**config.mk**
```make
export PLATFORM = sky130hd
export DESIGN_NAME = sliding_median_filter_flat
export DESIGN_NICKNAME = d
export VERILOG_FILES = /design/src/design/smf_pkg.sv /design/src/design/smf_if.sv /design/src/design/sliding_median_filter.sv /design/src/design/smf_queue.sv /design/src/design/smf_front.sv /design/src/design/smf_back.sv /design/src/flat_wrapper.sv
export VERILOG_INCLUDE_DIRS = /design/src /design/src/design
export SDC_FILE = /design/constraint.sdc
export NUM_CORES = 1
export LEC_CHECK = 0
export BUFFER_PORTS_ARGS = -buffer_cell sky130_fd_sc_hd__buf_2
export CAP_MARGIN = 5
export CORE_MARGIN = 10
export CORE_UTILIZATION = 63
export DETAILED_ROUTE_END_ITERATION = 12
export GPL_ROUTABILITY_DRIVEN = 0
export GPL_TIMING_DRIVEN = 0
export PLACE_DENSITY = 0.86
export RECOVER_POWER = 25
export SLEW_MARGIN = 20
export SYNTH_ARGS = -nofsm -noshare
export SYNTH_HDL_FRONTEND = slang
export SYNTH_SLANG_ARGS = --single-unit
```
**constraint.sdc**
```tcl
create_clock -name clk -period 8.2 [get_ports clk]
set_clock_uncertainty 0.15 [all_clocks]
set_input_delay 0.41 -clock clk [delete_from_list [all_inputs] [get_ports clk]]
set_output_delay 0.41 -clock clk [all_outputs]
set_load 0.01 [all_outputs]
```
**src/design/sliding_median_filter_macros.svh**
```systemverilog
// Assertion macros used by the median filter back end (smf_back).
// The clock is clk and the reset is rst_n in every module that uses them.
`ifndef SLIDING_MEDIAN_FILTER_MACROS_SVH
`define SLIDING_MEDIAN_FILTER_MACROS_SVH

`ifndef NO_ASSERTIONS
`define SMF_ASSERT_SAME(label, ante, cons) \
  label: assert property (@(posedge clk) disable iff (!rst_n) (ante) |-> (cons)) \
    else $error("smf assertion failed");
`define SMF_ASSERT_NEXT(label, ante, cons) \
  label: assert property (@(posedge clk) disable iff (!rst_n) (ante) |=> (cons)) \
    else $error("smf assertion failed");
`else
`define SMF_ASSERT_SAME(label, ante, cons)
`define SMF_ASSERT_NEXT(label, ante, cons)
`endif

`endif

```
**src/design/smf_pkg.sv**
```systemverilog
`default_nettype none

package smf_pkg;

  // Width of one distance sample in millimetres.
  localparam int unsigned DIST_W = 16;

  // Default window length of the filter.
  localparam int unsigned WINDOW_DEF = 5;

  // Number of window snapshots held between the front and the back.
  localparam int unsigned Q_DEPTH = 4;

endpackage

`default_nettype wire

```
**src/design/smf_if.sv**
```systemverilog
`default_nettype none

// Sample channel into the filter.
interface smf_in_if;
  logic                         valid;
  logic                         ready;
  logic [smf_pkg::DIST_W-1:0]   distance;
  logic                         end_of_scan;

  modport source (output valid, output distance, output end_of_scan, input ready);
  modport sink   (input valid, input distance, input end_of_scan, output ready);
endinterface

// Median channel out of the filter.
interface smf_out_if;
  logic                         valid;
  logic                         ready;
  logic [smf_pkg::DIST_W-1:0]   median;
  logic                         final_of_scan;

  modport source (output valid, output median, output final_of_scan, input ready);
  modport sink   (input valid, input median, input final_of_scan, output ready);
endinterface

`default_nettype wire

```
**src/design/sliding_median_filter.sv**
```systemverilog
// A median passes the snapshot queue and then the output register on its way out.
// The input takes one item per cycle while the queue is not full; the item that ends a scan
// owes up to WINDOW/2 more medians, which the back end flushes one per cycle unless stalled.
// Reset: synchronous, active low; clears the sample count, queue and output valid.
// The history registers hold no reset value; entries beyond the sample count are never used.
`default_nettype none

// Sliding-window median filter over one lidar scan.
//
// The front end shifts each accepted item into the history and, whenever the
// item owes at least one median, pushes a snapshot of the whole history, the
// sample count and the end-of-scan flag into a short queue. The queue lets the
// input keep flowing while the output is stalled or while a scan is flushed.
//
// The back end takes the head snapshot and produces its medians one per cycle
// while the output is not stalled. An ordinary item owes the median of the
// sample WINDOW/2 positions back. The item that ends a scan also owes the
// medians of every newer position, in sample order, each over its window
// clipped at the scan end. The last of these carries final_of_scan.
//
// The median is found by ranking: every sample in the clipped window is
// compared against every other, ties are broken by position, and the sample
// whose rank equals half the window size is the result. For a window of even
// size this gives the upper median.
module sliding_median_filter #(
  parameter int unsigned WINDOW = smf_pkg::WINDOW_DEF
) (
  input  wire logic clk,
  input  wire logic rst_n,
  smf_in_if.sink    in_ch,
  smf_out_if.source out_ch
);

  localparam int unsigned SEEN_W = $clog2(WINDOW + 1);
  localparam int unsigned DESC_W = WINDOW * smf_pkg::DIST_W + SEEN_W + 1;

  logic              push;
  logic [DESC_W-1:0] push_data;
  logic              q_full;
  logic              q_pop;
  logic              q_valid;
  logic [DESC_W-1:0] q_data;

  // Front end: history, sample count and snapshot generation.
  smf_front #(
    .WINDOW (WINDOW)
  ) u_front (
    .clk       (clk),
    .rst_n     (rst_n),
    .in_ch     (in_ch),
    .push      (push),
    .push_data (push_data),
    .q_full    (q_full)
  );

  // Snapshot queue between the two halves.
  smf_queue #(
    .DATA_W (DESC_W)
  ) u_queue (
    .clk        (clk),
    .rst_n      (rst_n),
    .push       (push),
    .push_data  (push_data),
    .full       (q_full),
    .pop        (q_pop),
    .head_valid (q_valid),
    .head_data  (q_data)
  );

  // Back end: median selection and output register.
  smf_back #(
    .WINDOW (WINDOW)
  ) u_back (
    .clk     (clk),
    .rst_n   (rst_n),
    .q_valid (q_valid),
    .q_data  (q_data),
    .q_pop   (q_pop),
    .out_ch  (out_ch)
  );

endmodule

`default_nettype wire

```
**src/design/smf_queue.sv**
```systemverilog
`default_nettype none

// Small first-in first-out queue of window snapshots.
module smf_queue #(
  parameter int unsigned DATA_W = 1
) (
  input  wire logic              clk,
  input  wire logic              rst_n,
  input  wire logic              push,
  input  wire logic [DATA_W-1:0] push_data,
  output logic                   full,
  input  wire logic              pop,
  output logic                   head_valid,
  output logic [DATA_W-1:0]      head_data
);

  localparam int unsigned PTR_W = $clog2(smf_pkg::Q_DEPTH);
  localparam int unsigned CNT_W = PTR_W + 1;

  logic [DATA_W-1:0] mem_r [smf_pkg::Q_DEPTH];
  logic [PTR_W-1:0]  wr_ptr_r, wr_ptr_nxt;
  logic [PTR_W-1:0]  rd_ptr_r, rd_ptr_nxt;
  logic [CNT_W-1:0]  count_r, count_nxt;

  assign full       = (count_r == CNT_W'(smf_pkg::Q_DEPTH));
  assign head_valid = (count_r != '0);
  assign head_data  = mem_r[rd_ptr_r];

  always_comb begin
    wr_ptr_nxt = push ? wr_ptr_r + 1'b1 : wr_ptr_r;
    rd_ptr_nxt = pop  ? rd_ptr_r + 1'b1 : rd_ptr_r;
    count_nxt  = count_r + CNT_W'(push) - CNT_W'(pop);
  end

  always_ff @(posedge clk) begin
    if (!rst_n) begin
      wr_ptr_r <= '0;
      rd_ptr_r <= '0;
      count_r  <= '0;
    end else begin
      wr_ptr_r <= wr_ptr_nxt;
      rd_ptr_r <= rd_ptr_nxt;
      count_r  <= count_nxt;
    end
  end

  always_ff @(posedge clk) begin
    if (push) begin
      mem_r[wr_ptr_r] <= push_data;
    end
  end

endmodule

`default_nettype wire

```
**src/design/smf_front.sv**
```systemverilog
`default_nettype none

// Accepts samples, keeps the scan history and queues one window snapshot for
// every item that owes at least one median.
module smf_front #(
  parameter int unsigned WINDOW = smf_pkg::WINDOW_DEF
) (
  input  wire logic   clk,
  input  wire logic   rst_n,
  smf_in_if.sink      in_ch,
  output logic        push,
  output logic [WINDOW*smf_pkg::DIST_W + $clog2(WINDOW+1):0] push_data,
  input  wire logic   q_full
);

  localparam int unsigned HALF   = WINDOW / 2;
  localparam int unsigned SEEN_W = $clog2(WINDOW + 1);

  // Entry 0 holds the newest sample.
  logic [WINDOW-1:0][smf_pkg::DIST_W-1:0] hist_r, hist_nxt;
  logic [SEEN_W-1:0]                      seen_r, seen_nxt, seen_inc;
  logic                                   accept;

  assign in_ch.ready = !q_full;
  assign accept      = in_ch.valid && !q_full;

  always_comb begin
    hist_nxt[0] = in_ch.distance;
    for (int j = 1; j < WINDOW; j++) begin
      hist_nxt[j] = hist_r[j-1];
    end
    seen_inc = (seen_r == SEEN_W'(WINDOW)) ? seen_r : seen_r + 1'b1;
    seen_nxt = in_ch.end_of_scan ? '0 : seen_inc;
    push      = accept && (in_ch.end_of_scan || (seen_inc > SEEN_W'(HALF)));
    push_data = {in_ch.end_of_scan, seen_inc, hist_nxt};
  end

  always_ff @(posedge clk) begin
    if (!rst_n) begin
      seen_r <= '0;
    end else if (accept) begin
      seen_r <= seen_nxt;
    end
  end

  always_ff @(posedge clk) begin
    if (accept) begin
      hist_r <= hist_nxt;
    end
  end

endmodule

`default_nettype wire

```
**src/design/smf_back.sv**
```systemverilog
`default_nettype none

`include "sliding_median_filter_macros.svh"

// Expands each queued snapshot into its medians, one per cycle while the output
// is not stalled, and holds the result in the output register.
module smf_back #(
  parameter int unsigned WINDOW = smf_pkg::WINDOW_DEF
) (
  input  wire logic   clk,
  input  wire logic   rst_n,
  input  wire logic   q_valid,
  input  wire logic [WINDOW*smf_pkg::DIST_W + $clog2(WINDOW+1):0] q_data,
  output logic        q_pop,
  smf_out_if.source   out_ch
);

  localparam int unsigned HALF   = WINDOW / 2;
  localparam int unsigned SEEN_W = $clog2(WINDOW + 1);
  localparam int unsigned C_W    = $clog2(HALF + 1);
  localparam int unsigned SMP_W  = WINDOW * smf_pkg::DIST_W;

  logic [WINDOW-1:0][smf_pkg::DIST_W-1:0] samples;
  logic [SEEN_W-1:0]                      seen;
  logic                                   last;

  logic [C_W-1:0]    c_start, c_eff;
  logic [C_W-1:0]    c_r, c_nxt;
  logic              busy_r, busy_nxt;
  logic              load, emit;
  logic [SEEN_W-1:0] limit, n_valid;
  logic [WINDOW-1:0] in_win;
  logic [SEEN_W-1:0] rank [WINDOW];
  logic [smf_pkg::DIST_W-1:0] med;

  logic                       out_valid_r, out_valid_nxt;
  logic [smf_pkg::DIST_W-1:0] median_r;
  logic                       final_r;

  assign samples = q_data[SMP_W-1:0];
  assign seen    = q_data[SMP_W +: SEEN_W];
  assign last    = q_data[SMP_W + SEEN_W];

  // Center position of the window, counted back from the newest sample.
  always_comb begin
    if (last && (seen <= SEEN_W'(HALF))) begin
      c_start = C_W'(seen - 1'b1);
    end else begin
      c_start = C_W'(HALF);
    end
    c_eff = busy_r ? c_r : c_start;
  end

  // Rank selection: the element whose rank, with ties broken by position,
  // equals half the window size is the median.
  always_comb begin
    limit = SEEN_W'(c_eff) + SEEN_W'(HALF);
    for (int j = 0; j < WINDOW; j++) begin
      in_win[j] = (SEEN_W'(j) < seen) && (SEEN_W'(j) <= limit);
    end
    n_valid = SEEN_W'($countones(in_win));
    med = '0;
    for (int i = 0; i < WINDOW; i++) begin
      rank[i] = '0;
      for (int j = 0; j < WINDOW; j++) begin
        if (in_win[j] && ((samples[j] < samples[i]) ||
                          ((samples[j] == samples[i]) && (j < i)))) begin
          rank[i] = rank[i] + 1'b1;
        end
      end
      if (in_win[i] && (rank[i] == (n_valid >> 1))) begin
        med = med | samples[i];
      end
    end
  end

  always_comb begin
    load          = !out_valid_r || out_ch.ready;
    emit          = load && q_valid;
    q_pop         = emit && (!last || (c_eff == '0));
    busy_nxt      = busy_r;
    c_nxt         = c_r;
    out_valid_nxt = load ? q_valid : out_valid_r;
    if (emit) begin
      busy_nxt = !q_pop;
      c_nxt    = c_eff - 1'b1;
    end
  end

  always_ff @(posedge clk) begin
    if (!rst_n) begin
      busy_r      <= 1'b0;
      c_r         <= '0;
      out_valid_r <= 1'b0;
    end else begin
      busy_r      <= busy_nxt;
      c_r         <= c_nxt;
      out_valid_r <= out_valid_nxt;
    end
  end

  always_ff @(posedge clk) begin
    if (emit) begin
      median_r <= med;
      final_r  <= last && (c_eff == '0);
    end
  end

  assign out_ch.valid         = out_valid_r;
  assign out_ch.median        = median_r;
  assign out_ch.final_of_scan = final_r;

  `SMF_ASSERT_SAME(a_pop_needs_entry, q_pop, q_valid)
  `SMF_ASSERT_SAME(a_busy_only_on_flush, busy_r, q_valid && last)
  `SMF_ASSERT_SAME(a_busy_center_below_half, busy_r, c_r < C_W'(HALF))
  `SMF_ASSERT_NEXT(a_flush_continues, emit && last && (c_eff != '0), busy_r)

endmodule

`default_nettype wire

```
**src/flat_wrapper.sv**
```systemverilog
// flat-port wrapper written by rule: the top's interface ports become plain ports
module sliding_median_filter_flat 
#(
  parameter int unsigned WINDOW = smf_pkg::WINDOW_DEF
)
  (clk, rst_n, in_ch_valid, in_ch_distance, in_ch_end_of_scan, in_ch_ready, out_ch_valid, out_ch_median, out_ch_final_of_scan, out_ch_ready);
  smf_in_if in_ch_i ();
  smf_out_if out_ch_i ();
  input  wire logic clk;
  input  wire logic rst_n;
  input wire logic [$bits(in_ch_i.valid)-1:0] in_ch_valid;
  input wire logic [$bits(in_ch_i.distance)-1:0] in_ch_distance;
  input wire logic [$bits(in_ch_i.end_of_scan)-1:0] in_ch_end_of_scan;
  output wire logic [$bits(in_ch_i.ready)-1:0] in_ch_ready;
  output wire logic [$bits(out_ch_i.valid)-1:0] out_ch_valid;
  output wire logic [$bits(out_ch_i.median)-1:0] out_ch_median;
  output wire logic [$bits(out_ch_i.final_of_scan)-1:0] out_ch_final_of_scan;
  input wire logic [$bits(out_ch_i.ready)-1:0] out_ch_ready;
  assign in_ch_i.valid = in_ch_valid;
  assign in_ch_i.distance = in_ch_distance;
  assign in_ch_i.end_of_scan = in_ch_end_of_scan;
  assign in_ch_ready = in_ch_i.ready;
  assign out_ch_valid = out_ch_i.valid;
  assign out_ch_median = out_ch_i.median;
  assign out_ch_final_of_scan = out_ch_i.final_of_scan;
  assign out_ch_i.ready = out_ch_ready;
  sliding_median_filter #(.WINDOW(WINDOW)) u_core (.clk(clk), .rst_n(rst_n), .in_ch(in_ch_i), .out_ch(out_ch_i));
endmodule
```
==> key figures <==
Setup path
  – Worst EP arrival: 8.11 ns
  – CP Max Fanout: 10
  – FF-to-FF setup slack: 0.14 ns
  – Worst setup SP type: flop
  – Worst r2r path cells: 26
  – CP most frequent cell: ha_1
  – CP top delay family: compound AO/OA/AOI/OAI gates
  – Worst EP required: 8.25 ns
  – Crit. End Element: flop
  – CP peak stage delay: 0.67 ns
  – Slowest stage cell, crit path: clkbuf_1
  – R2R Path End: u_core.u_back.out_ch.median[5]
  – Critical path buffer and inverter count: 5
  – Kind of critical path: flop to flop

Timing
  – Final period utilization: 98.2%
  – Final Hold Fails: 0
  – Final min period: 8.06 ns
  – PnR worst setup slack: 0.144 ns
  – Slew Viols, Final: 0
  – Slew HR: 17.4%
  – TNS Setup: 0 ns
  – Actual slew at the worst max-slew pin: 1.24 ns
  – Fmax achieved: 124 MHz
  – RSZ-0062 raised after global routing: false
  – # setup viols final: 0

Power and ir drop
  – Net switching power: 4.35 mW
  – Combinational Power Share: 52.0%
  – Clock power frac: 19.2%
  – P_leak: 8.48 nW
  – Switching Fraction: 42.0%
  – Pwr Density: 443 mW/mm2
  – IR drop worst, VDD: 0.000419 V
  – Sequential share of power: 28.9%
  – P_int: 6.00 mW

Place
  – Post-DP HPWL: 34.7 mm
  – Setup WS pre-CTS: -0.845 ns
  – I/O Buffers: 39

Job
  – Max_cap viols: 0

Cells and area
  – Area of the multi-input gates: 0.00750 mm2
  – P&R area growth vs syn: 12.3%
  – Most frequent cells in the layout: edfxtp_1 (417), ha_1 (187), nand2_1 (87), inv_1 (72), mux4_2 (69)
  – Layout cells sized above 1: 15.9%
  – NumNets Final: 1688
  – Register area: 0.0128 mm2
  – Filler Cell Count: 2050
  – Most common cell after layout, fill and taps aside: edfxtp_1

Yosys
  – Most used DFF post-synth: edfxtp_1
  – Synthesized Nets: 1582
  – Top cells by area, synth: edfxtp_1 (60%), ha_1 (11%), mux4_2 (7.5%)
  – Avg Cell Area, Syn: 15.1 um2
  – Unique masters post-synth: 70
  – Yosys warns: 0
  – Seq/Total Area, Yosys: 61.8%
  – FF+latch count, synth: 433
  – EDFF count, synth: 417
  – Post-Syn Instances: 1373
  – Synthesized cell area: 0.0208 mm2
  – Asr flop ratio synth: 0%
  – Share of the synthesized area in the top cell type: 60.3%
  – Synth area leader: edfxtp_1

Die
  – Starting Density: 63.9%
  – Core Region: 0.0325 mm2
  – # rows: 66
  – Die area: 0.0406 mm2
  – Die Ht: 202 um
  – IO Pins: 40
  – Die outline width: 202 um

Global routing
  – Vias in the first global route: 13400
  – First-pass GRT wire length: 78.8 mm
  – GRT Overall Usage: 25.4%
  – Largest net degree at the start of global routing: 46
  – Initial antenna violation count: 0
  – Total global routing overflow: 0

Drt
  – Post-route DRC: 0
  – Drt pass-1 iters: 6
  – Detail Route Antenna Nets: 0
  – Final WL: 52.6 mm
  – Via count: 13300
  – Initial drt markers: 1695
  – Via/cell ratio: 6.79
  – DR WL/cell: 26.9 um

Outcome
  – Outcome: completed

Clocking
  – Sink Count: 433
  – Maximum clock path buffer count: 3
  – Clk pin slew, worst setup/hold paths: 0.06 ns
  – CTS tree: built
  – Worst-skew pair later-pin latency: 0.55 ns
  – Num CTS Buffers: 43
  – H-Tree Depth: 2
  – Root Driver: clkbuf_16

Min path
  – WHS Endpoint: u_core.u_back.out_ch.valid
  – HP Class: primary input to flop
  – Min-delay src: rst_n
  – WHS Path Cells: 2
==> worst max-delay path by stage <==
stage                     slack (ns)  depth (start not counted)  from                               to
after global routing            0.06                         26  flop   u_core.u_back.out_ch.median[5]
final                           0.14                         26  flop   u_core.u_back.out_ch.median[5]
after CTS                      0.005                         26  flop   u_core.u_back.out_ch.median[5]
after floorplan                 1.90                         26  flop  u_core.u_back.out_ch.median[10]
after detailed placement       -0.84                         25  flop   u_core.u_back.out_ch.median[5]
after global placement         -0.65                         25  flop   u_core.u_back.out_ch.median[5]
==> routing by layer <==
metal	routed length (um)	vias to the layer above	global-route usage (%)
met4	3460	0	14.1
met5	0	-	0
met3	5420	236	4.63
met1	18700	6484	31.5
li1	-	5662	-
met2	25000	900	41.7
==> timing repair <==
item,CTS,global route
buffers inserted,0,0
hold buffers,16,0
endpoints found under the setup margin,16,11
endpoints found under the hold margin,77,0
pin swaps,0,0
resized for setup,8,16
==> synthesized netlist by cell type (all sizes together) (3+ instances only) <==
master	count
or3	4
o211ai	5
buf	21
nor2b	17
clkbuf	20
and3	4
o221ai	16
or4	3
a211oi	5
nand4	37
nand2b	9
a311oi	16
dfxtp	16
nor2	33
nand3	9
o21ai	48
o21a	15
xor2	3
xnor2	17
and2	19
a21oi	64
a21boi	6
nand2	87
mux2i	26
edfxtp	417
nor4	21
mux2	19
or2	4
a2111oi	4
mux4	69
o31ai	3
o211a	3
inv	74
ha	187
nor3	31
a21o	14
==> stage by stage <==
step                hold WS, ns  area [um2]  instances  utilization, %  power, mW
floorplan                 0.309       20800       1373               -       6.48
global placement          0.311       21500       1854            66.2       7.83
detailed placement        0.330       21700       1860            66.7       8.09
CTS                      0.0218       23300       1954            71.7       10.1
global route             0.0361       23300       1954            71.7       10.8
finish                   0.0320       23300       1955            71.7       10.3
==> sequential cells by signal (all words and copies together) (netlist names), named ones only <==
| register | flops |
|---|---|
| u_core.u_back.out_ch.valid | 1 |
| u_core.u_front.seen_r | 3 |
| u_core.u_back.c_r | 2 |
| u_core.u_queue.rd_ptr_r | 2 |
| u_core.u_front.push_data | 64 |
| u_core.u_back.out_ch.median | 16 |
| u_core.u_back.out_ch.final_of_scan | 1 |
| u_core.u_queue.mem_r | 336 |
| u_core.u_queue.wr_ptr_r | 2 |
| u_core.u_queue.count_r | 3 |
| u_core.u_back.busy_r | 1 |
==> final cells by class <==
class | count | share of cell area (%)
clock inverters | 25 | 1.17
well taps | 442 | 2.37
multi-input cells | 825 | 32.1
repair buffers | 61 | 2.22
inverters | 74 | 1.20
flip-flops and latches | 433 | 55.0
diodes | 1 | 0.0107
plain buffers | 41 | 0.965
clock buffers | 53 | 4.92
==> cell families after synthesis <==
logic type                 count (synthesis)  share of synthesized area, %
and+or+nand+nor                          284                          6.97
adders and majority gates                188                          11.4
buffers and inverters                    115                          2.23
muxes                                    114                          9.78
xor gates and xnor gates                  20                         0.843
DFF                                      433                          61.8
AOI/OAI and AO/OA                        219                          7.01
==> power by group through the flow <==
stage          clock, mW  combinational (mW)  sequential (mW)
3_5_place_dp           0                5.07             3.02
5_1_grt             2.08                5.68             3.01
3_3_place_gp           0                4.81             3.02
4_1_cts             2.00                5.13             2.98
6_report            1.98                5.38             2.98
2_1_floorplan          0                3.47             3.01
(Power assumes the default switching activity.)
